`src/design/avd_pkg.sv`:
```
// avd_pkg: shared types, codes and tables for the adpcm voice decoder
// no dependencies; imported by avd_ctrl, avd_decode, adpcm_voice_decoder and the bench

package avd_pkg;

	localparam int SIG_W   = 16;
	localparam int STEP_W  = 15;
	localparam int POS_W   = 16;
	localparam int INC_W   = 20;
	localparam int CFG_W   = 20;
	localparam int CFG_IDX_W = 3;

	localparam logic [STEP_W-1:0] STEP_MIN = 15'h007f;
	localparam logic [STEP_W-1:0] STEP_MAX = 15'h6000;

	typedef enum logic [1:0] {
		OP_WRITE  = 2'd0,
		OP_KEY_ON = 2'd1,
		OP_TICK   = 2'd2
	} op_t;

	typedef enum logic [CFG_IDX_W-1:0] {
		REG_LOOP_START  = 3'd0,
		REG_LOOP_END    = 3'd1,
		REG_LOOP_ENABLE = 3'd2,
		REG_KEY_HELD    = 3'd3,
		REG_RESTORE     = 3'd4,
		REG_PHASE_INC   = 3'd5
	} cfg_reg_t;

	// per-item control decided at acceptance, carried down the pipeline
	typedef struct packed {
		logic tick;     // item produces a result
		logic live;     // voice was playing when the tick arrived
		logic key_on;
		logic odd;      // low nibble of the byte
		logic save;     // capture signal/step as the loop pair
		logic restore;  // reload the loop pair after this tick
		logic looped;
		logic playing;  // voice still playing after this item
	} avd_ctl_t;

	// magnitude of the difference multiplier: 1, 3, 5 .. 15
	function automatic logic [3:0] diff_mag(input logic [2:0] code);
		return {code, 1'b1};
	endfunction

	function automatic logic [9:0] step_scale(input logic [2:0] code);
		logic [9:0] s;
		case (code)
			3'd4:    s = 10'h133;
			3'd5:    s = 10'h199;
			3'd6:    s = 10'h200;
			3'd7:    s = 10'h266;
			default: s = 10'h0e6;
		endcase
		return s;
	endfunction

endpackage

```
`src/design/avd_decode.sv`:
```
// avd_decode: adpcm arithmetic with predicted signal, adaptive step and the loop pair
// uses avd_pkg; takes the registered byte from avd_sample_ram

module avd_decode (
	input  logic                clk,
	input  logic                arst_n,
	input  logic                en,
	input  avd_pkg::avd_ctl_t   ctl,
	input  logic [7:0]          byte_data,
	output logic signed [15:0]  sample
);

	import avd_pkg::*;

	logic signed [SIG_W-1:0] sig_q;
	logic [STEP_W-1:0]       step_q;
	logic signed [SIG_W-1:0] saved_sig_q;
	logic [STEP_W-1:0]       saved_step_q;

	logic [3:0]              nib;
	logic [18:0]             mag;
	logic [15:0]             delta;
	logic signed [17:0]      sig_ext;
	logic signed [17:0]      sum;
	logic signed [SIG_W-1:0] sig_new;
	logic [24:0]             step_prod;
	logic [16:0]             step_shift;
	logic [STEP_W-1:0]       step_new;
	logic signed [SIG_W-1:0] saved_sig_nx;
	logic [STEP_W-1:0]       saved_step_nx;

	assign nib = ctl.odd ? byte_data[3:0] : byte_data[7:4];

	// step*diff/8 toward zero: shift the magnitude, then apply the sign
	assign mag     = {4'b0, step_q} * {15'b0, diff_mag(nib[2:0])};
	assign delta   = mag[18:3];
	assign sig_ext = {{2{sig_q[SIG_W-1]}}, sig_q};
	assign sum     = nib[3] ? (sig_ext - $signed({2'b0, delta}))
	                        : (sig_ext + $signed({2'b0, delta}));

	always_comb begin
		if (sum < -18'sd32768) begin
			sig_new = 16'sh8000;
		end else if (sum > 18'sd32767) begin
			sig_new = 16'sh7fff;
		end else begin
			sig_new = sum[SIG_W-1:0];
		end
	end

	assign step_prod  = {10'b0, step_q} * {15'b0, step_scale(nib[2:0])};
	assign step_shift = step_prod[24:8];

	always_comb begin
		if (step_shift < 17'(STEP_MIN)) begin
			step_new = STEP_MIN;
		end else if (step_shift > 17'(STEP_MAX)) begin
			step_new = STEP_MAX;
		end else begin
			step_new = step_shift[STEP_W-1:0];
		end
	end

	// a save on this tick is seen by a restore on the same tick
	assign saved_sig_nx  = ctl.save ? sig_new : saved_sig_q;
	assign saved_step_nx = ctl.save ? step_new : saved_step_q;

	assign sample = ctl.live ? sig_new : '0;

	always_ff @(posedge clk or negedge arst_n) begin
		if (!arst_n) begin
			sig_q        <= '0;
			step_q       <= STEP_MIN;
			saved_sig_q  <= '0;
			saved_step_q <= STEP_MIN;
		end else if (en) begin
			if (ctl.key_on) begin
				sig_q        <= '0;
				step_q       <= STEP_MIN;
				saved_sig_q  <= '0;
				saved_step_q <= STEP_MIN;
			end else if (ctl.tick && ctl.live) begin
				saved_sig_q  <= saved_sig_nx;
				saved_step_q <= saved_step_nx;
				sig_q        <= ctl.restore ? saved_sig_nx : sig_new;
				step_q       <= ctl.restore ? saved_step_nx : step_new;
			end
		end
	end

endmodule

```
`config.mk`:
```
export PLATFORM = sky130hd
export DESIGN_NAME = avd_decode
export DESIGN_NICKNAME = d
export VERILOG_FILES = /design/src/design/avd_pkg.sv /design/src/design/avd_decode.sv
export SDC_FILE = /design/constraint.sdc
export NUM_CORES = 1
export LEC_CHECK = 0
export BUFFER_PORTS_ARGS = -buffer_cell sky130_fd_sc_hd__buf_4
export CAP_MARGIN = 30
export CELL_PAD_IN_SITES_DETAIL_PLACEMENT = 0
export CELL_PAD_IN_SITES_GLOBAL_PLACEMENT = 1
export CORE_MARGIN = 2
export CORE_UTILIZATION = 51
export DETAILED_ROUTE_END_ITERATION = 16
export PLACE_DENSITY = 0.92
export SLEW_MARGIN = 20
export SYNTH_ARGS = -nofsm -noshare
export SYNTH_HDL_FRONTEND = slang
export SYNTH_SLANG_ARGS = --single-unit
```
`constraint.sdc`:
```
create_clock -name clk -period 7.6 [get_ports clk]
set_input_delay 0.38 -clock clk [delete_from_list [all_inputs] [get_ports clk]]
set_output_delay 0.38 -clock clk [all_outputs]
set_load 0.01 [all_outputs]
```
Yosys cells after proc, flatten, opt, wreduce, memory -nomap -nowiden --
Index checks and enable logic that the tools add are counted.
Word-level totals: word-level logic and storage cells 39, output and inout port bits 16, register bits 62, input port bits 19
Cells by class: reduce and logical (&&, ||, !) cells 3, equality and inequality tests 4, $add $sub $neg 2, magnitude comparators 4, $mul 2, multiplexer cells 20
Operators with widths (number):
- $mux W16 | 9
- $mux W15 | 8
- $pmux W10 S4 | 1
- $mul A15 B10 Y25 | 1
- $mul A15 B4 Y19 | 1
- $add A16 B17 Y18 | 1
- $gt A18 B16 Y1 const B | 1
- $lt A18 B16 Y1 const B | 1
- $mux W18 | 1
- $sub A16 B17 Y18 | 1
- $gt A17 B15 Y1 const B | 1
- $lt A17 B7 Y1 const B | 1
- $eq A3 B3 Y1 const B | 4
- $mux W4 | 1
- $reduce_and A2 Y1 | 1
- $reduce_bool A2 Y1 | 1
- $logic_and A1 B1 Y1 | 1

Depth between registers and ports, before layout --
Gate-level depths: netlist of run 1.
depth after elaboration 11, gate-level depth with buffers 30, depth with buffers taken out 27

Worst setup path before layout of run 1 --
OpenSTA, ideal clock, no wires.
path type input -> register, from input ctl[4] in the netlist's numbering, to register step_q[10], path buffers 3, required time 7.520 ns, library setup time 0.080 ns, stages 25, setup slack 0.268 ns, arrival 7.252 ns, path through buf_6 mux2i_1 nand2b_1 a21boi_0 clkbuf_1 nor2_1 fa_1 inv_1 fa_1 fa_1 inv_1 fa_1 fa_1 ha_1 clkbuf_1 a21o_1 a31o_2 a2111oi_2 nor2b_1 nor3_1 o211ai_1 or4_1 o31ai_4 nand4_1 o21ai_1
Between the ends: word-level cells in the longest chain between the ends 11, elaborated cells between the ends (all ways) 15, classes of those cells 1 x mul; 2 x order compare; 4 x eq/ne; 8 x mux
Ends and longest elaborated chain:
- start: declaration | RTL line avd_decode.sv:8 | input avd_pkg::avd_ctl_t ctl,
- $mux W4 (*) | RTL line avd_decode.sv:32 | assign nib = ctl.odd ? byte_data[3:0] : byte_data[7:4];
- $eq A3 B3 Y1 | RTL line avd_pkg.sv:50 | case (code)
- $pmux W10 S4 (*) | RTL line avd_pkg.sv:50
- $mul A15 B10 Y25 (*) | RTL line avd_decode.sv:51 | assign step_prod = {10'b0, step_q} * {15'b0, step_scale(nib[2:0])};
- $gt A17 B15 Y1 | RTL line avd_decode.sv:57 | end else if (step_shift > 17'(STEP_MAX)) begin
- $mux W15 | RTL line avd_decode.sv:57
- $mux W15 (*) | RTL line avd_decode.sv:55 | if (step_shift < 17'(STEP_MIN)) begin
- $mux W15 | RTL line avd_decode.sv:66 | assign saved_step_nx = ctl.save ? step_new : saved_step_q;
- $mux W15 (*) | RTL line avd_decode.sv:86 | step_q <= ctl.restore ? saved_step_nx : step_new;
- $mux W15 (*) | RTL line avd_decode.sv:82 | end else if (ctl.tick && ctl.live) begin
- $mux W15 (*) | RTL line avd_decode.sv:77 | if (ctl.key_on) begin
- end signal: assignment | RTL line avd_decode.sv:86
- end: declaration | RTL line avd_decode.sv:16 | logic [STEP_W-1:0] step_q;
Every way passes the cells marked *; elsewhere a longest branch is shown, timed or not. The select of a mux whose other input is x is not followed. A chain may end at the register's enable or synchronous reset.

Final worst setup path of run 1 --
from input ctl[4] in the netlist's numbering, to output sample[0]
Between the ends: word-level cells in the longest chain between the ends 8, elaborated cells between the ends (all ways) 10, classes of those cells 2 x add/sub; 1 x mul; 2 x order compare; 5 x mux
Ends and longest elaborated chain:
- $mux W4 (*) | RTL line avd_decode.sv:32
- $mul A15 B4 Y19 | RTL line avd_decode.sv:35 | assign mag = {4'b0, step_q} * {15'b0, diff_mag(nib[2:0])};
- $add A16 B17 Y18 or $sub A16 B17 Y18 (tied branches) | RTL line avd_decode.sv:39, avd_decode.sv:38
- $mux W18 (*) | RTL line avd_decode.sv:38 | assign sum = nib[3] ? (sig_ext - $signed({2'b0, delta}))
- $gt A18 B16 Y1 | RTL line avd_decode.sv:44 | end else if (sum > 18'sd32767) begin
- $mux W16 | RTL line avd_decode.sv:44
- $mux W16 (*) | RTL line avd_decode.sv:42 | if (sum < -18'sd32768) begin
- $mux W16 (*) | RTL line avd_decode.sv:68 | assign sample = ctl.live ? sig_new : '0;
- end: declaration | RTL line avd_decode.sv:10 | output logic signed [15:0] sample
Every way passes the cells marked *; elsewhere a longest branch is shown, timed or not.

==> flow_summary.ini, run 1 <==
[clock_tree]
root_buffer = clkbuf_16
numCtsBuffers = 9
clk_pin_slew_ns = 0.06
clock_latency_ns = 0.33
cts_tree = done
cts_hold_buf = 0
cts.sinks = 62
clock_path_buffers = 2
htree_levels = 3

[synthesis]
syn_area_um2 = 10740
synth.area.mux_share = 0.009089
syn_nets = 1454
ys_seq_elements = 62
netlist_instances = 1210
ys_seq_area_frac = 0.1461
async_reset_ff_frac = 1.000
synth_cell_types = 85
synth_edf_count = 0
netlist_top_cells_count = inv_1 (151), fa_1 (128), nand2_1 (112), ha_1 (97), nor2_1 (79)
synth_top_area_share = 0.2386
synth.area.top_cells = fa_1 (24%), ha_1 (11%), dfrtp_1 (11%)
synth_top_family_by_area = adder cells
synth_flop_cell = dfrtp_1
synthSimpleGateAreaFrac = 0.1684
synth-adder-area-share = 0.3517
synth_compound_area_frac = 0.2058
yosys_warnings = 0
synth_top_area_cell = fa_1
syn_avg_cell_area_um2 = 8.874
synth_xor_area_frac = 0.04882
synth.most_common_cell = inv_1

[routing]
dr.pass1.iters = 6
drc = 0
wl_per_cell_um = 17.31
route.vias.total = 8785
routed_via_density = 5.697
drt_iter0_drc = 570
wirelength_mm = 26.69
drtAntennaViolNets = 0

[run_status]
outcome = finished, final reports clean

[worst_setup_path]
critPathLaunch = ctl[4]
path_class = in2out
slowest_stage = fa_1
rr_worst_depth = 22
endpoint_kind = primary output
startpoint_type = input port
critPathMaxFanout = 11
required_ns = 7.22
r2r-start = step_q[3]
crit_top_cell = fa_1
worst_ep_arrival_time_ns = 7.00
path_cells = buf_4 -> mux2_4 -> nand2_1 -> inv_1 -> fa_1 -> fa_1 -> fa_1 -> a21o_1 -> a311o_1 -> a2111o_1 -> nand2_1 -> xnor2_1 -> nor3_1 -> nand3_1 -> o31ai_1 -> xor2_1 -> ha_1 -> a21o_1 -> a31o_2 -> a21oi_2 -> xnor3_4 -> o21ai_0 -> a21boi_1 -> buf_4
max_stage_delay_ns = 0.57

[final_layout]
fillers = 1853
area_growth_pct = 11.27
multiInputGateArea_um2 = 8527
fin_nets = 1506
ff_latch_area_um2 = 1569
finalCoreUtilization = 0.5738
final_layout_size_suffix_gt1_frac = 0.1373
diodes = 0

[die]
ios = 35
die_h_um = 149.1
fp-row-count = 53
die_area_um2 = 22230
die_w_um = 149.1
initial_core_util = 0.5157
core-area_um2 = 20820

[global_routing]
antenna_found_initial = 0
grt-ovfl-total = 0
grt_pass1_wl_mm = 44.06
track_usage = 0.2496
grt_max_degree = 63
grt_pass1_vias = 8574

[sta]
maxClockFrequency_mhz = 135.6
hold_violations = 0
setup_viol = 0
worstMarginPinSlew_ns = 0.7848
min_period_ns = 7.376
finalCritPeriodShare = 0.9705
finClkSkew_ns = 0.01091
slew_headroom = 0.4768
maxSlewViolCount = 0

[hold_path]
worstHoldPathType = in2async

[placed_design]
port-buffer-count = 32
gp_routability_congestion = 0.9254
dp_hpwl_mm = 22.01

[job]
cap_violations = 0
layout by cell type, fill, tap and decap left out, types with 17 or more instances in the layout:
cell,instances
inv_1,151
fa_1,128
nand2_1,111
ha_1,95
nor2_1,79
buf_4,72
a21oi_1,59
and2_1,52
dfrtp_1,48
o21ai_0,43
o21ai_1,39
xnor2_1,29
xor2_1,25
nor2b_1,22
a22oi_1,19
nand3_1,18
a21o_1,18
o21a_1,17
worst max-delay path: cells and delay by family:
kind / cells / cell delay (ns)
fa+ha+maj: 4 / 1.82
compound gates: 9 / 2.53
simple gates: 4 / 0.67
mux: 1 / 0.37
xor+xnor: 3 / 0.79
buf+inv: 3 / 0.40
registers in the layout, summed over array words and instances (netlist names):
name,cells
saved_step_q,15
sig_q,16
saved_sig_q,16
step_q,15
layer usage:
metal  GRT usage  routed length (um)
met4     0.04905                 273
met5           0                   0
met3     0.03272                1328
met2      0.3876               12340
met1      0.3761               12750
stage by stage:
step | cells | setup WS, ns | TNS (ns) | area, um^2 | hold slack (ns)
after detailed placement | 1515 | 0.01744 | 0 | 11440 | 0.4768
after floorplan | 1210 | 0.2677 | 0 | 10740 | 0.08441
after global placement | 1514 | 0.09453 | 0 | 11410 | 0.4670
after CTS | 1531 | 0.007140 | 0 | 11750 | 0.1545
after global routing | 1542 | -0.01267 | -0.02967 | 11950 | 0.1910
final | 1542 | 0.2243 | 0 | 11950 | 0.1248
logic make-up after synthesis:
| group | count (synthesis) |
|---|---|
| multiplexers | 8 |
| AND/OR/NAND/NOR | 363 |
| AO/OA/AOI/OAI | 307 |
| XOR/XNOR | 57 |
| adder cells (fa/ha/maj) | 225 |
| flip-flops | 62 |
| buffers and inverters | 188 |
path summary, 6_finish.rpt:
| path | slack (ns) | end |
|---|---|---|
| worst max-delay path | 0.22 | sample[0] |
| worst min-delay path | 0.12 | saved_sig_q[8] |
| worst max register to register | 0.45 | step_q[8] |
| worst min register to register | 0.49 | step_q[6] |
| max in group asynchronous | 6.95 | step_q[14] |
| min in group clk | 0.33 | saved_step_q[13] |
cell type report:
type,count,share of cell area
Sequential cell,62,0.1313
Multi-Input combinational cell,961,0.7137
Tap cell,275,0.02880
Clock inverter,6,0.007226
Clock buffer,10,0.01916
Inverter,151,0.04744
Timing Repair Buffer,77,0.05236
what timing repair did:
item                                    CTS  global route
endpoints found under the setup margin    0            16
gates resized for setup                   0            20
setup buffers                             0             9
Power of run 1 is not shown: default switching activity piles up to over one toggle a cycle in this logic, so the estimate is an artifact.
==> run 2: changes to the inputs <==
CORE_ASPECT_RATIO = 2   (was unset)
==> flow_summary.ini, run 2 (synthesis results as in run 1) <==
[placed_design]
dp_hpwl_mm = 26.23
gp_routability_congestion = 1.003
place_area_um2 = 11600
place_ws_ns = 0.02290
port-buffer-count = 32

[routing]
dr.pass1.iters = 5
drtAntennaViolNets = 0
routed_via_density = 5.838
wirelength_mm = 30.61
drt_iter0_drc = 295
drc = 0
route.vias.total = 9067
wl_per_cell_um = 19.71

[global_routing]
track_usage = 0.2841
grt_pass1_wl_mm = 48.74
grt_max_degree = 63
antenna_found_initial = 0
grt-ovfl-total = 0
grt_pass1_vias = 9753

[worst_setup_path]
rr_worst_depth = 22
r2r-start = step_q[6]
critPathMaxFanout = 9
endpoint_kind = primary output
worst_ep_arrival_time_ns = 6.92
r2r_end = step_q[2]
path_class = reg2out
startpoint_type = register
reg2reg_setup_slack_ns = 0.63
required_ns = 7.22

[die]
die_area_um2 = 22300
initial_core_util = 0.5154
core-area_um2 = 20830
fp-row-count = 75
die_w_um = 106.6
die_h_um = 209.2
ios = 35

[job]
cap_violations = 0

[hold_path]
worstHoldPathType = in2async

[final_layout]
fin_nets = 1523
finalCoreUtilization = 0.5791
final_common_cell = inv_1
final_layout_size_suffix_gt1_frac = 0.1488
stdcell_area_um2 = 12060
top_regs = saved_sig_q (16), sig_q (16)
final_cell_mix = inv_1 (151), fa_1 (128), nand2_1 (112)
diodes = 0
area_growth_pct = 12.35

[sta]
maxSlewViolCount = 0
hold_violations = 0
min_period_ns = 7.304
maxClockFrequency_mhz = 136.9
slew_headroom = 0.4648
setup-tns-final_ns = 0
finClkSkew_ns = 0.009051
worstMarginPinSlew_ns = 0.8029
setup_viol = 0
finalCritPeriodShare = 0.9611
setup_slack_ns = 0.2960

[clock_tree]
cts_tree = done
root_buffer = clkbuf_16
htree_levels = 3
numCtsBuffers = 9
clk_pin_slew_ns = 0.05
clock_path_buffers = 2
cts.sinks = 62
clock_latency_ns = 0.34

[run_status]
outcome = finished, final reports clean
==> run 2: stage by stage <==
| step | cells | hold WS (ns) |
|---|---|---|
| 6_report | 1553 | 0.1294 |
| 5_1_grt | 1553 | 0.2059 |
| 4_1_cts | 1547 | 0.1554 |
| 3_5_place_dp | 1531 | 0.4770 |
| 3_3_place_gp | 1529 | 0.4673 |
| 2_1_floorplan | 1210 | 0.08441 |
==> run 2: cell type report <==
class | count | area [um^2]
Clock inverter | 3 | 67.56
Multi-Input combinational cell | 961 | 8523
Clock buffer | 13 | 250.2
Sequential cell | 62 | 1569
Tap cell | 269 | 336.6
Inverter | 151 | 566.8
Timing Repair Buffer | 94 | 750.7
Fill cell | 1891 | 8768
==> run 2: critical path, stage by stage, from the launching register on <==
cell and delay, ns:
dfstp_2 0.69, nor2b_1 0.20, fa_1 0.46, fa_1 0.54
fa_1 0.47, a21o_1 0.23, a311o_1 0.41, a2111o_1 0.46
nand2_1 0.12, xnor2_1 0.21, nor2_1 0.07, nand4_1 0.13
nand2_1 0.10, xor2_2 0.21, ha_1 0.37, o21a_1 0.21
o21a_1 0.19, a31o_2 0.25, a21oi_2 0.22, xnor3_4 0.46
buf_12 0.21, a21oi_4 0.17, nor2_1 0.06, buf_4 0.14
==> run 2: how the worst max path moves through the flow <==
stage	from	slack, ns	end	cells past startpoint
floorplan	ctl[4]	0.27	step_q[10]	25
CTS	ctl[4]	0.009	sample[4]	27
global placement	ctl[4]	0.1	sample[4]	26
detailed placement	ctl[4]	0.02	sample[4]	26
global route	ctl[4]	-0.02	sample[0]	27
finish	step_q[2]	0.30	sample[13]	23
==> run 2: timing repair <==
action | 4_1_cts | 5_1_grt
resized for setup | 0 | 21
buffers inserted | 0 | 5
setup endpoints to repair | 2 | 31
hold buffers | 0 | 0
gates cloned | 0 | 1
pin swaps | 1 | 5
==> run 2: per-layer routing <==
metal | routed length (um) | GRT usage | vias up | share of wire
met5 | 0 | 0 | - | 0
met4 | 3946 | 0.2803 | 0 | 0.13
met3 | 713 | 0.02714 | 141 | 0.023
met2 | 16630 | 0.5306 | 232 | 0.54
met1 | 9313 | 0.2503 | 4448 | 0.30
li1 | - | - | 4246 | -
Power of run 2 is left out for the same reason.
