[config.mk]
export PLATFORM = sky130hd
export DESIGN_NAME = avd_ctrl
export DESIGN_NICKNAME = d
export VERILOG_FILES = /design/src/design/avd_pkg.sv /design/src/design/avd_ctrl.sv
export SDC_FILE = /design/constraint.sdc
export NUM_CORES = 1
export LEC_CHECK = 0
export ABC_AREA = 0
export BUFFER_PORTS_ARGS = -buffer_cell sky130_fd_sc_hd__buf_2
export CAP_MARGIN = 25
export CELL_PAD_IN_SITES_DETAIL_PLACEMENT = 1
export CELL_PAD_IN_SITES_GLOBAL_PLACEMENT = 2
export CORE_UTILIZATION = 32
export DETAILED_ROUTE_END_ITERATION = 12
export PLACE_DENSITY_LB_ADDON = 0.1
export RECOVER_POWER = 50
export SLEW_MARGIN = 10
export SYNTH_ARGS = -nofsm -noshare
export SYNTH_HDL_FRONTEND = slang
export SYNTH_SLANG_ARGS = --single-unit
[constraint.sdc]
create_clock -name clk -period 6.3 [get_ports clk]
set_input_delay 0.945 -clock clk [delete_from_list [all_inputs] [get_ports clk]]
set_output_delay 0.945 -clock clk [all_outputs]
set_load 0.1 [all_outputs]
[src/design/avd_pkg.sv]
// avd_pkg: shared types, codes and tables for the adpcm voice decoder
// no dependencies; imported by avd_ctrl, avd_decode, adpcm_voice_decoder and the bench

package avd_pkg;

	localparam int SIG_W   = 16;
	localparam int STEP_W  = 15;
	localparam int POS_W   = 16;
	localparam int INC_W   = 20;
	localparam int CFG_W   = 20;
	localparam int CFG_IDX_W = 3;

	localparam logic [STEP_W-1:0] STEP_MIN = 15'h007f;
	localparam logic [STEP_W-1:0] STEP_MAX = 15'h6000;

	typedef enum logic [1:0] {
		OP_WRITE  = 2'd0,
		OP_KEY_ON = 2'd1,
		OP_TICK   = 2'd2
	} op_t;

	typedef enum logic [CFG_IDX_W-1:0] {
		REG_LOOP_START  = 3'd0,
		REG_LOOP_END    = 3'd1,
		REG_LOOP_ENABLE = 3'd2,
		REG_KEY_HELD    = 3'd3,
		REG_RESTORE     = 3'd4,
		REG_PHASE_INC   = 3'd5
	} cfg_reg_t;

	// per-item control decided at acceptance, carried down the pipeline
	typedef struct packed {
		logic tick;     // item produces a result
		logic live;     // voice was playing when the tick arrived
		logic key_on;
		logic odd;      // low nibble of the byte
		logic save;     // capture signal/step as the loop pair
		logic restore;  // reload the loop pair after this tick
		logic looped;
		logic playing;  // voice still playing after this item
	} avd_ctl_t;

	// magnitude of the difference multiplier: 1, 3, 5 .. 15
	function automatic logic [3:0] diff_mag(input logic [2:0] code);
		return {code, 1'b1};
	endfunction

	function automatic logic [9:0] step_scale(input logic [2:0] code);
		logic [9:0] s;
		case (code)
			3'd4:    s = 10'h133;
			3'd5:    s = 10'h199;
			3'd6:    s = 10'h200;
			3'd7:    s = 10'h266;
			default: s = 10'h0e6;
		endcase
		return s;
	endfunction

endpackage

[src/design/avd_ctrl.sv]
// avd_ctrl: phase accumulator and loop/stop control, updated when an item is accepted
// uses avd_pkg; feeds per-item control to the decode pipeline

module avd_ctrl #(
	parameter int PHASE_FRAC_BITS = 12
) (
	input  logic                  clk,
	input  logic                  arst_n,
	input  logic                  accept,
	input  logic [1:0]            operation,
	input  logic [15:0]           loop_start,
	input  logic [15:0]           loop_end,
	input  logic                  loop_enable,
	input  logic                  key_held,
	input  logic                  restore_at_loop,
	input  logic [19:0]           phase_increment,
	output avd_pkg::avd_ctl_t     ctl,
	output logic [15:0]           pos
);

	import avd_pkg::*;

	localparam int PW = POS_W + PHASE_FRAC_BITS;

	logic [PW-1:0]    phase_q;
	logic             has_looped_q;
	logic             playing_q;

	logic [PW-1:0]    phase_sum;
	logic [PW-1:0]    restart_phase;
	logic [POS_W-1:0] new_pos;
	logic             at_end;
	logic             do_loop;

	assign pos           = phase_q[PW-1:PHASE_FRAC_BITS];
	assign phase_sum     = phase_q + PW'(phase_increment);
	assign new_pos       = phase_sum[PW-1:PHASE_FRAC_BITS];
	assign restart_phase = {loop_start, {PHASE_FRAC_BITS{1'b0}}};
	assign at_end        = (new_pos >= loop_end);
	assign do_loop       = at_end && loop_enable && key_held;

	always_comb begin
		ctl = '0;
		case (op_t'(operation))
			OP_KEY_ON: begin
				ctl.key_on = 1'b1;
			end
			OP_TICK: begin
				ctl.tick = 1'b1;
				ctl.live = playing_q;
				ctl.odd  = pos[0];
				if (playing_q) begin
					ctl.save    = loop_enable && (new_pos == loop_start) && !has_looped_q;
					ctl.looped  = do_loop;
					ctl.restore = do_loop && restore_at_loop;
					ctl.playing = !(at_end && !do_loop);
				end
			end
			default: begin
				ctl = '0;
			end
		endcase
	end

	always_ff @(posedge clk or negedge arst_n) begin
		if (!arst_n) begin
			phase_q      <= '0;
			has_looped_q <= 1'b0;
			playing_q    <= 1'b0;
		end else if (accept) begin
			case (op_t'(operation))
				OP_KEY_ON: begin
					phase_q      <= restart_phase;
					has_looped_q <= 1'b0;
					playing_q    <= 1'b1;
				end
				OP_TICK: begin
					if (playing_q) begin
						phase_q <= do_loop ? restart_phase : phase_sum;
						if (do_loop) begin
							has_looped_q <= 1'b1;
						end
						if (at_end && !do_loop) begin
							playing_q <= 1'b0;
						end
					end
				end
				default: begin
					playing_q <= playing_q;
				end
			endcase
		end
	end

endmodule

# == After elaboration in Yosys (flattened, before gate mapping) ==
# Index checks and enable logic that the tools add are counted.
# totals
word_cells,36
in_bits,60
out_inout_bits,24
reg_bits,30
# classes
n_eq_ne,5
reduce_logical,13
add_sub_neg,1
magnitude_cmp,1
mux,13
# op_table
op,n
2-to-1 mux 28 bit,2
one-hot mux 28 bit (2 select lines),1
adder 28 x 20 -> 28 bit,1
equality test 16 bit,1
greater-or-equal comparator 16 bit,1
logical AND 1 bit,6
2-to-1 mux 1 bit,5
2-to-1 mux 5 bit,1
2-to-1 mux 4 bit,1
!= test 2 bit (second input constant),2
one-hot mux 1 bit (2 select lines),2
AND reduction 4 bit,1
zero test 1 bit,3
AND reduction 3 bit,1
equality test 2 x 1 -> 1 bit (second input constant),1
equality test 2 bit (second input constant),1
2-to-1 mux 2 bit,1
AND reduction 2 bit,1
nonzero test 2 bit,1

# == Depth between registers and ports, before layout ==
# Gate-level depths: netlist of the first run.
# logic_depth
word_depth,9
ltp_mapped,21
ltp_nobuf,19

# == Worst setup path after synthesis of the first run ==
# Ideal clock, no wire load.
# synth_path
path_type,input port to output port
startpoint,input phase_increment[4]
endpoint,output ctl[2] (netlist bit)
n_path_buf,0
slack_ns,-1.847
arrival_time_ns,7.202
cell_stages,16
t_required_ns,5.355
path_cell_list,ha_1 > a21oi_1 > o311ai_2 > a211oi_1 > o21ai_1 > a221oi_1 > nor3b_1 > xor2_1 > ha_1 > nand4_1 > a211oi_1 > o31a_1 > a311oi_1 > o21ai_0 > nor3b_1 > and2_1
# synth_lines
item,line_no,rtl
start: declaration,avd_ctrl.sv:16,"input logic [19:0] phase_increment,"
end: declaration,avd_ctrl.sv:17,"output avd_pkg::avd_ctl_t ctl,"

==> flow_summary.yaml, run 1 <==
outcome:
  status: "complete, but fails checks"
  failed_checks: "capacitance limit, slew limit"
layout:
  final_area_um2: 4577
  layout-drive-gt1-share_pct: 20.68
  final_core_util_pct: 39.91
  area_delta_synth_final_pct: 20.93
  finish.net_count: 654
  instances_no_fill: 699
  antennaDiodeCount: 0
grt:
  grt_antenna_before_repair: 0
  grt_max_degree: 47
  grt-ovfl-total: 0
  grtUsageTotal_pct: 21.47
  grt_pass1_wl_um: 20890
  grt_pass1_vias: 3956
synthesis:
  synth_async_sr_flop_share_pct: 100.0
  synth_edf_count: 0
  syn-mean-instance-area_um2: 7.740
  synthTopCellsByArea: "dfrtp_1 20%, ha_1 13%, nand2_1 6.0%, xnor2_1 6.0%, o21ai_0 4.4%"
  synth_area_um2: 3785
  yosysTopAreaCell: "dfrtp_1"
  synth_cell_types: 59
  yosys_register_bits: 30
  synth_top_area_share_pct: 19.83
  synth_fp_nets: 588
  synth_warnings: 0
  ys_seq_area_share_pct: 19.83
  synthCells: 489
  synth_ff_type: "dfrtp_1"
hold_path:
  min_from: "phase_q[7]"
  min_to: "phase_q[7]"
  min_path_cells: 2
  hp-class: "reg2reg"
critical_path:
  critPathKind: "in2out"
  r2r_cells: 21
  cp_data_arrival_time_ns: 5.03
  timing.rr.end: "phase_q[25]"
  r2r_slack_ns: 1.36
  cp-startpoint: "phase_increment[0]"
  worstSetupEndpointType: "output pin"
  crit_fanout: 4
  start_kind: "input port"
  r2r_start: "phase_q[0]"
  critPathRequiredTime_ns: 5.35
placement:
  hpwl_um: 9934
  gp_congestion: 0.8325
  dpl.cell_count: 691
  dpl_cell_area_um2: 4332
  place_ws_ns: -0.06394
  port_buffers: 83
clock_tree:
  cts_tree: "built"
  numCtsBuffers: 5
  htreeDepth: 2
  clock_latency_ns: 0.29
  cts_sinks: 30
  clk_pin_slew_ns: 0.06
  root_buffer: "clkbuf_16"
  cts_buffer_depth: 2
die:
  io-pin-count: 84
  die_h_um: 110.8
  num_rows: 39
  start_util_pct: 33.01
  die_x_um: 110.8
  die-area_um2: 12270
  fp.coreArea_um2: 11470
drt:
  post_drt_wl_per_cell_um: 17.95
  avgViaCountPerCell: 5.395
  drt-initial-drc-count: 199
  dr.pass1.iters: 4
  num_vias: 3771
  drc_errors: 0
  ant_nets: 0
  routed_wl_um: 12550
power:
  switchingPower_mw: 1.039
  pwr-share-clk_pct: 17.5
  pwr-share-comb_pct: 66.3
  peakVddDrop_mv: 0.2249
  internal_power_mw: 0.9000
  p_leak_nw: 2.135
  switching_share_pct: 53.57
  seq_power_share_pct: 16.2
  p_per_area_nw_per_um2: 423.6
  p_total_mw: 1.939
sta:
  finalSetupTns_ns: 0
  maxSlewHeadroom_pct: -26.85
  period_needed_ns: 5.978
  layout_setup_ws_ns: 0.3222
  hold_viol: 0
  worst_pin_slew_ns: 1.903
  setup_viol: 0
  rsz0062_at_grt: "no"
  final_max_slew_viol_count: 31
  fin_skew_ns: 0.006443
  clock.fmax_mhz: 167.3
  timing.final.crit_share_pct: 94.88
  holdWs_ns: 0.4798
flow_run:
  cap_violations: 1
-- flip-flops by register name (all words and copies together), names as in the netlist --
register and cells:
phase_q 28, playing_q 1, has_looped_q 1
-- routing by layer --
layer / share of wire (%) / up-vias / GRT usage (%)
met2: 48 / 51 / 36.85
met5: 0 / - / 0
met3: 3.2 / 8 / 3.171
li1: - / 1903 / -
met1: 47 / 1809 / 28.31
met4: 0.90 / 0 / 4.800
-- cells by family after synthesis --
family | count (synthesis) | share of synthesized area, %
and+or+nand+nor | 154 | 19.70
muxes | 9 | 2.380
DFF | 30 | 19.83
adders and majority gates | 39 | 13.09
buffers and inverters | 71 | 8.893
xor gates and xnor gates | 38 | 9.157
AOI/OAI and AO/OA | 148 | 26.94
-- layout make-up --
type                            count  area (µm²)
Fill cell                        1427        6890
Multi-Input combinational cell    388        2788
Sequential cell                    30       750.7
Timing Repair Buffer               97       536.8
Tap cell                          143       178.9
Clock buffer                        6       138.9
Inverter                           33       123.9
Clock inverter                      2       60.06
-- worst max path at each step --
stage	end	slack, ns	cells past startpoint
global placement	ctl[2]	0.11	18
floorplan	ctl[2]	-0.75	16
finish	ctl[2]	0.32	19
global route	ctl[2]	0.02	19
CTS	ctl[2]	0.04	18
detailed placement	ctl[2]	-0.06	18
-- power groups by stage --
stage               Clock [mW]  Combinational (mW)  Sequential (mW)
floorplan                    0                1.02            0.284
global placement             0                1.26            0.312
detailed placement           0                1.27            0.316
CTS                      0.353                1.28            0.312
global route             0.359                1.41            0.323
finish                   0.340                1.29            0.313
-- worst max-delay path: stages --
cell and delay, ns:
buf_2 0.08, ha_1 0.20, inv_1 0.07, fa_1 0.38
nor2b_1 0.21, o21bai_1 0.15, a31oi_4 0.32, o221ai_1 0.19
xor2_1 0.28, ha_1 0.28, nand2b_1 0.14, a21o_1 0.19
a21oi_1 0.14, o21ai_0 0.21, a311oi_1 0.38, o21ai_0 0.24
nor3b_2 0.22, and2_1 0.16, buf_4 0.23
-- synth_stat cells (3+ instances only) --
cell type,n
a211oi_1,5
a21boi_0,4
a21o_1,7
a21oi_1,30
a221o_1,3
a22o_1,3
a31oi_1,7
and3_1,4
buf_2,8
buf_4,16
clkbuf_1,14
dfrtp_1,30
ha_1,38
inv_1,33
mux2i_1,9
nand2_1,61
nand2b_1,7
nand3_1,21
nand4_1,8
nor2_1,19
nor2b_1,7
nor3_1,7
nor3b_1,3
nor4_1,6
nor4b_1,3
o21a_1,4
o21ai_0,33
o31ai_1,14
o41ai_1,7
xnor2_1,26
xor2_1,11
-- repair_timing --
action,4_1_cts,5_1_grt
resized for setup,1,15
buffers inserted,0,0
hold buffers,0,0
setup endpoints to repair,1,3
-- placed cells by master, fill, tap and decap left out, types with 19 or more instances in the layout --
| master | count |
|---|---|
| a21oi_1 | 27 |
| inv_1 | 33 |
| nand3_1 | 21 |
| xnor2_1 | 26 |
| dfrtp_1 | 30 |
| nor2_1 | 19 |
| o21ai_0 | 32 |
| ha_1 | 38 |
| nand2_1 | 61 |
| buf_2 | 67 |
Power figures use the tool's default switching activity.
==> run 2: changes to the inputs <==
RECOVER_POWER = unset   (was 50)
==> run 2 against run 1 <==
Effect of this change: total power rose by 0.35%; flip-flop and latch count did not move; first-iteration DRC count fell by 0.50%; fmax barely moved; core utilization rose by 0.14 points; clock-buffer cell count did not move; combinational power barely moved; the run now ends clean.
==> flow_summary.yaml, run 2 (same netlist as run 1, synthesis figures left out) <==
clock_tree:
  numCtsBuffers: 5
  clock_latency_ns: 0.29
  cts_tree: "built"
  cts_hold_buf: 0
  htreeDepth: 2
  cts_buffer_depth: 2
  clk_pin_slew_ns: 0.06
  root_buffer: "clkbuf_16"
  cts_sinks: 30
drt:
  drt-initial-drc-count: 198
  dr.pass1.iters: 4
  ant_nets: 0
  num_vias: 3776
  routed_wl_um: 12530
  post_drt_wl_per_cell_um: 17.93
  drc_errors: 0
  avgViaCountPerCell: 5.402
die:
  die_x_um: 110.8
  die_h_um: 110.8
  start_util_pct: 33.01
  io-pin-count: 84
  fp.coreArea_um2: 11470
  num_rows: 39
  die-area_um2: 12270
placement:
  port_buffers: 83
  dpl_cell_area_um2: 4332
  place_ws_ns: -0.06394
  hpwl_um: 9934
  gp_congestion: 0.8325
power:
  peakVddDrop_mv: 0.2283
  p_per_area_nw_per_um2: 423.5
  p_leak_nw: 2.177
grt:
  grtUsageTotal_pct: 21.47
  grt_pass1_vias: 3956
  grt_pass1_wl_um: 20890
  grt_max_degree: 47
  grt_antenna_before_repair: 0
  grt-ovfl-total: 0
critical_path:
  critPathKind: "in2out"
  crit_family: "compound AO/OA/AOI/OAI gates"
  worstSetupEndpointType: "output pin"
  r2r_cells: 21
  r2r_start: "phase_q[0]"
  max_stage_delay_ns: 0.39
  critPathBufInv: 3
  critPathRequiredTime_ns: 5.35
  timing.rr.end: "phase_q[25]"
  path_cells: "buf_2 -> ha_1 -> inv_1 -> fa_1 -> nor2b_1 -> o21bai_1 -> a31oi_4 -> o221ai_1 -> xor2_1 -> ha_1 -> nand2b_1 -> a21o_1 -> a21oi_1 -> o21ai_0 -> a311oi_1 -> o21ai_0 -> nor3b_2 -> and2_1 -> buf_4"
  crit_fanout: 4
  cp_slowest_cell: "a311oi_1"
  r2r_slack_ns: 1.36
  start_kind: "input port"
  cp_data_arrival_time_ns: 5.04
  path_depth: 19
layout:
  reg.largest.list: "phase_q: 28 flops, has_looped_q: 1 flops, playing_q: 1 flops"
  largest_reg_flops: 28
  antennaDiodeCount: 0
  final_area_um2: 4593
  layout_commonest_cell: "buf_2"
  regMostFlops: "phase_q"
  final_core_util_pct: 40.05
  layout-drive-gt1-share_pct: 23.02
  layout_common_cells: "80 x buf_2, 61 x nand2_1, 38 x ha_1"
  area_delta_synth_final_pct: 21.36
  finish.net_count: 654
hold_path:
  min_to: "phase_q[7]"
  min_from: "phase_q[7]"
  hp-class: "reg2reg"
  min_path_cells: 2
sta:
  fin_skew_ns: 0.006452
  worst_pin_slew_ns: 0.7926
  rsz0062_at_grt: "no"
  maxSlewHeadroom_pct: 47.16
  period_needed_ns: 5.982
  clock.fmax_mhz: 167.2
  finalSetupTns_ns: 0
  layout_setup_ws_ns: 0.3178
  hold_viol: 0
  setup_viol: 0
  final_max_slew_viol_count: 0
  timing.final.crit_share_pct: 94.96
outcome:
  status: "complete, no violations"
flow_run:
  cap_violations: 0
## run 2: layout make-up
class | count | area (µm²)
multi-input combinational | 388 | 2788
clock inverter | 2 | 60.06
sequential | 30 | 750.7
tap | 143 | 178.9
inverter | 33 | 123.9
fill | 1431 | 6874
timing repair buffer | 97 | 553.0
clock buffer | 6 | 138.9
## run 2: timing repair
item,in CTS,in global routing
setup endpoints to repair,1,3
buffers inserted,0,0
gates resized for setup,1,15
## run 2: metrics by stage
stage	hold WS, ns	std cells	power [mW]
floorplan	0.4473	489	1.307
global placement	0.4588	691	1.575
detailed placement	0.4726	691	1.589
CTS	0.4874	699	1.948
global route	0.4963	699	2.100
finish	0.4798	699	1.945
## run 2: where the power goes
part / internal, mW / total (mW) / leakage [nW] / switching (mW)
Combinational: 0.425 / 1.29 / 1.70 / 0.869
Sequential: 0.245 / 0.312 / 0.384 / 0.0670
Clock: 0.238 / 0.340 / 0.0971 / 0.102
Total: 0.908 / 1.95 / 2.18 / 1.04
## run 2: worst max-delay path by stage
stage	startpoint	to	slack, ns
after global routing	phase_increment[0]	ctl[2]	0.02
after floorplan	phase_increment[4]	ctl[2]	-0.75
final	phase_increment[0]	ctl[2]	0.32
after global placement	phase_increment[1]	ctl[2]	0.11
after CTS	phase_increment[12]	ctl[2]	0.04
after detailed placement	phase_increment[6]	ctl[2]	-0.06
## run 2: metal layers
layer / GRT usage, % / part of all wire [%] / vias up / routed length (µm)
li1: - / - / 1903 / -
met4: 4.800 / 0.90 / 0 / 113
met3: 3.171 / 3.2 / 8 / 397
met1: 28.31 / 47 / 1814 / 5944
met5: 0 / 0 / - / 0
met2: 36.85 / 48 / 51 / 6078
## run 2: worst register-to-register path, stage by stage, from the launching register on
cell and delay, ns:
dfrtp_1 0.35, ha_1 0.21, inv_1 0.07, fa_1 0.38
nor2b_1 0.21, o21bai_1 0.15, a31oi_4 0.32, a211oi_4 0.11
o21a_2 0.30, nor2_1 0.22, xor2_2 0.13, ha_1 0.35
nand4_1 0.11, a211oi_2 0.26, o31a_1 0.18, a311oi_1 0.06
buf_4 0.18, o221ai_4 0.63, buf_12 0.26, o21ai_0 0.10
nand2_1 0.10, o311ai_0 0.11
==> run 3: changes to the inputs <==
CORE_UTILIZATION = 29   (was 32)
REMOVE_ABC_BUFFERS = 1   (was unset)
clock period = 5.1 ns   (was 6.3 ns; I/O delays follow)
==> run 3 against run 2 <==
Effect of this change: global-route usage up 0.54 points; clock-buffer cell count up 1; sequential share of layout area down 2.9 points; clock skew up 0.0033 ns; wire length up 13%; design area up 21%; die area up 10%; register-to-register slack worse by 0.58 ns; worst hold slack better by 0.0045 ns; combinational power up 55%; flip-flop and latch count unchanged; non-clock buffer count up 85; critical endpoint unchanged; largest cell class unchanged; highest routed layer unchanged.
==> flow_summary.yaml, run 3 (same netlist as run 1, synthesis figures left out) <==
hold_path:
  min_from: "phase_q[10]"
  min_to: "phase_q[10]"
  hp-class: "reg2reg"
  min_path_cells: 2
layout:
  layout_common_cells: "94 x buf_4, 78 x buf_2, 59 x nand2_1"
  finish.net_count: 739
  regArea_um2: 750.7
  area_delta_synth_final_pct: 47.24
  antennaDiodeCount: 0
  largest_reg_flops: 28
  layout_commonest_cell: "buf_4"
  instances_no_fill: 813
  reg.largest.list: "phase_q: 28 flops, has_looped_q: 1 flops, playing_q: 1 flops"
  multi_input_area_um2: 3067
  layout-drive-gt1-share_pct: 38.22
  n_fill_cell: 1556
  regMostFlops: "phase_q"
drt:
  ant_nets: 0
  avgViaCountPerCell: 5.167
  num_vias: 4201
  routed_wl_um: 14130
  drc_errors: 0
  post_drt_wl_per_cell_um: 17.38
  drt-initial-drc-count: 164
  dr.pass1.iters: 4
sta:
  hold_viol: 0
  holdWs_ns: 0.4843
  rsz0062_at_grt: "yes"
  maxSlewHeadroom_pct: 47.28
  period_needed_ns: 5.047
  clock.fmax_mhz: 198.1
  timing.final.crit_share_pct: 98.97
  fin_skew_ns: 0.009727
  worst_pin_slew_ns: 0.7908
  setup_viol: 0
  final_max_slew_viol_count: 0
critical_path:
  r2r_cells: 21
  critPathRequiredTime_ns: 4.34
  cp_data_arrival_time_ns: 4.28
  r2r_slack_ns: 0.78
  critPathKind: "in2out"
  worstSetupEndpointType: "output pin"
  timing.rr.end: "phase_q[12]"
  r2r_start: "phase_q[0]"
  start_kind: "input port"
  crit_fanout: 4
grt:
  grt_pass1_wl_um: 22340
  grtUsageMet1_pct: 29.47
  top_usage_layer: "met2"
  grt_antenna_before_repair: 0
  use_met2_pct: 37.08
  grtUsageTotal_pct: 22.01
  grt_pass1_vias: 4230
  grt-ovfl-total: 0
  grt_max_degree: 33
  grt_use_met3_pct: 2.802
clock_tree:
  numCtsBuffers: 5
  clock_latency_ns: 0.30
  cts_hold_buf: 0
  clk_pin_slew_ns: 0.05
  cts_buffer_depth: 2
  cts_tree: "built"
  htreeDepth: 2
  cts_sinks: 30
  root_buffer: "clkbuf_16"
placement:
  hpwl_um: 11260
  gp_congestion: 0.8941
  dpl.cell_count: 798
  port_buffers: 83
die:
  num_rows: 41
  die_h_um: 116.2
  fp.coreArea_um2: 12670
  io-pin-count: 84
  die_x_um: 116.2
  die-area_um2: 13510
  start_util_pct: 29.87
power:
  peakVddDrop_mv: 0.3229
  p_per_area_nw_per_um2: 485.6
  p_leak_nw: 2.653
flow_run:
  cap_violations: 0
outcome:
  status: "complete, no violations"
## run 3: how the worst max path moves through the flow
stage                              from     end  slack, ns
detailed placement   phase_increment[0]  ctl[2]      -0.41
CTS                  phase_increment[0]  ctl[2]      0.007
global placement     phase_increment[0]  ctl[2]      -0.30
finish               phase_increment[2]  ctl[2]       0.05
floorplan                   phase_q[12]  ctl[2]      -2.92
global route        phase_increment[10]  ctl[2]      -0.15
## run 3: area by class of cell
type,count,share of cell area [%]
Clock buffer,7,2.560
Clock inverter,1,0.08981
Inverter,33,2.223
Multi-Input combinational cell,388,55.03
Sequential cell,30,13.47
Tap cell,172,3.862
Timing Repair Buffer,182,22.77
## run 3: per-layer routing
metal | part of all wire [%] | up-vias
li1 | - | 2069
met5 | 0 | -
met4 | 1.1 | 0
met3 | 3.6 | 8
met2 | 48 | 78
met1 | 47 | 2046
## run 3: worst max-delay path: stages
cell and delay, ns:
buf_2 0.10, ha_2 0.36, nor2_4 0.05, o311ai_4 0.29
a211oi_2 0.11, o21ai_2 0.22, a221oi_2 0.09, buf_4 0.16
or3b_4 0.41, xnor2_1 0.14, ha_1 0.30, nand4_1 0.11
a211oi_2 0.22, o31a_1 0.19, a311oi_2 0.05, o21ai_2 0.13
nor3b_4 0.23, and2_4 0.18, buf_12 0.16
## run 3: what timing repair did
action,CTS,global route
gates resized for setup,49,22
pin swaps,11,18
setup buffers,2,5
setup endpoints to repair,3,4
## run 3: per-stage QoR
step | setup slack [ns] | TNS, ns | utilization (%) | area (µm²) | total power [mW]
5_1_grt | -0.1520 | -0.5075 | 43.98 | 5573 | 2.908
3_5_place_dp | -0.4072 | -1.125 | 39.58 | 5015 | 2.225
3_3_place_gp | -0.3007 | -0.7949 | 39.36 | 4987 | 2.188
2_1_floorplan | -2.917 | -38.03 | - | 3572 | 1.529
6_report | 0.05251 | 0 | 43.98 | 5573 | 2.706
4_1_cts | 0.006851 | 0 | 42.80 | 5423 | 2.678
## run 3: power by group
group / leakage [nW] / total (mW) / switching, mW / internal, mW
clock network: 0.0739 / 0.318 / 0.124 / 0.194
registers: 0.384 / 0.392 / 0.0893 / 0.303
logic: 2.19 / 2.00 / 1.20 / 0.799
total: 2.65 / 2.71 / 1.41 / 1.30
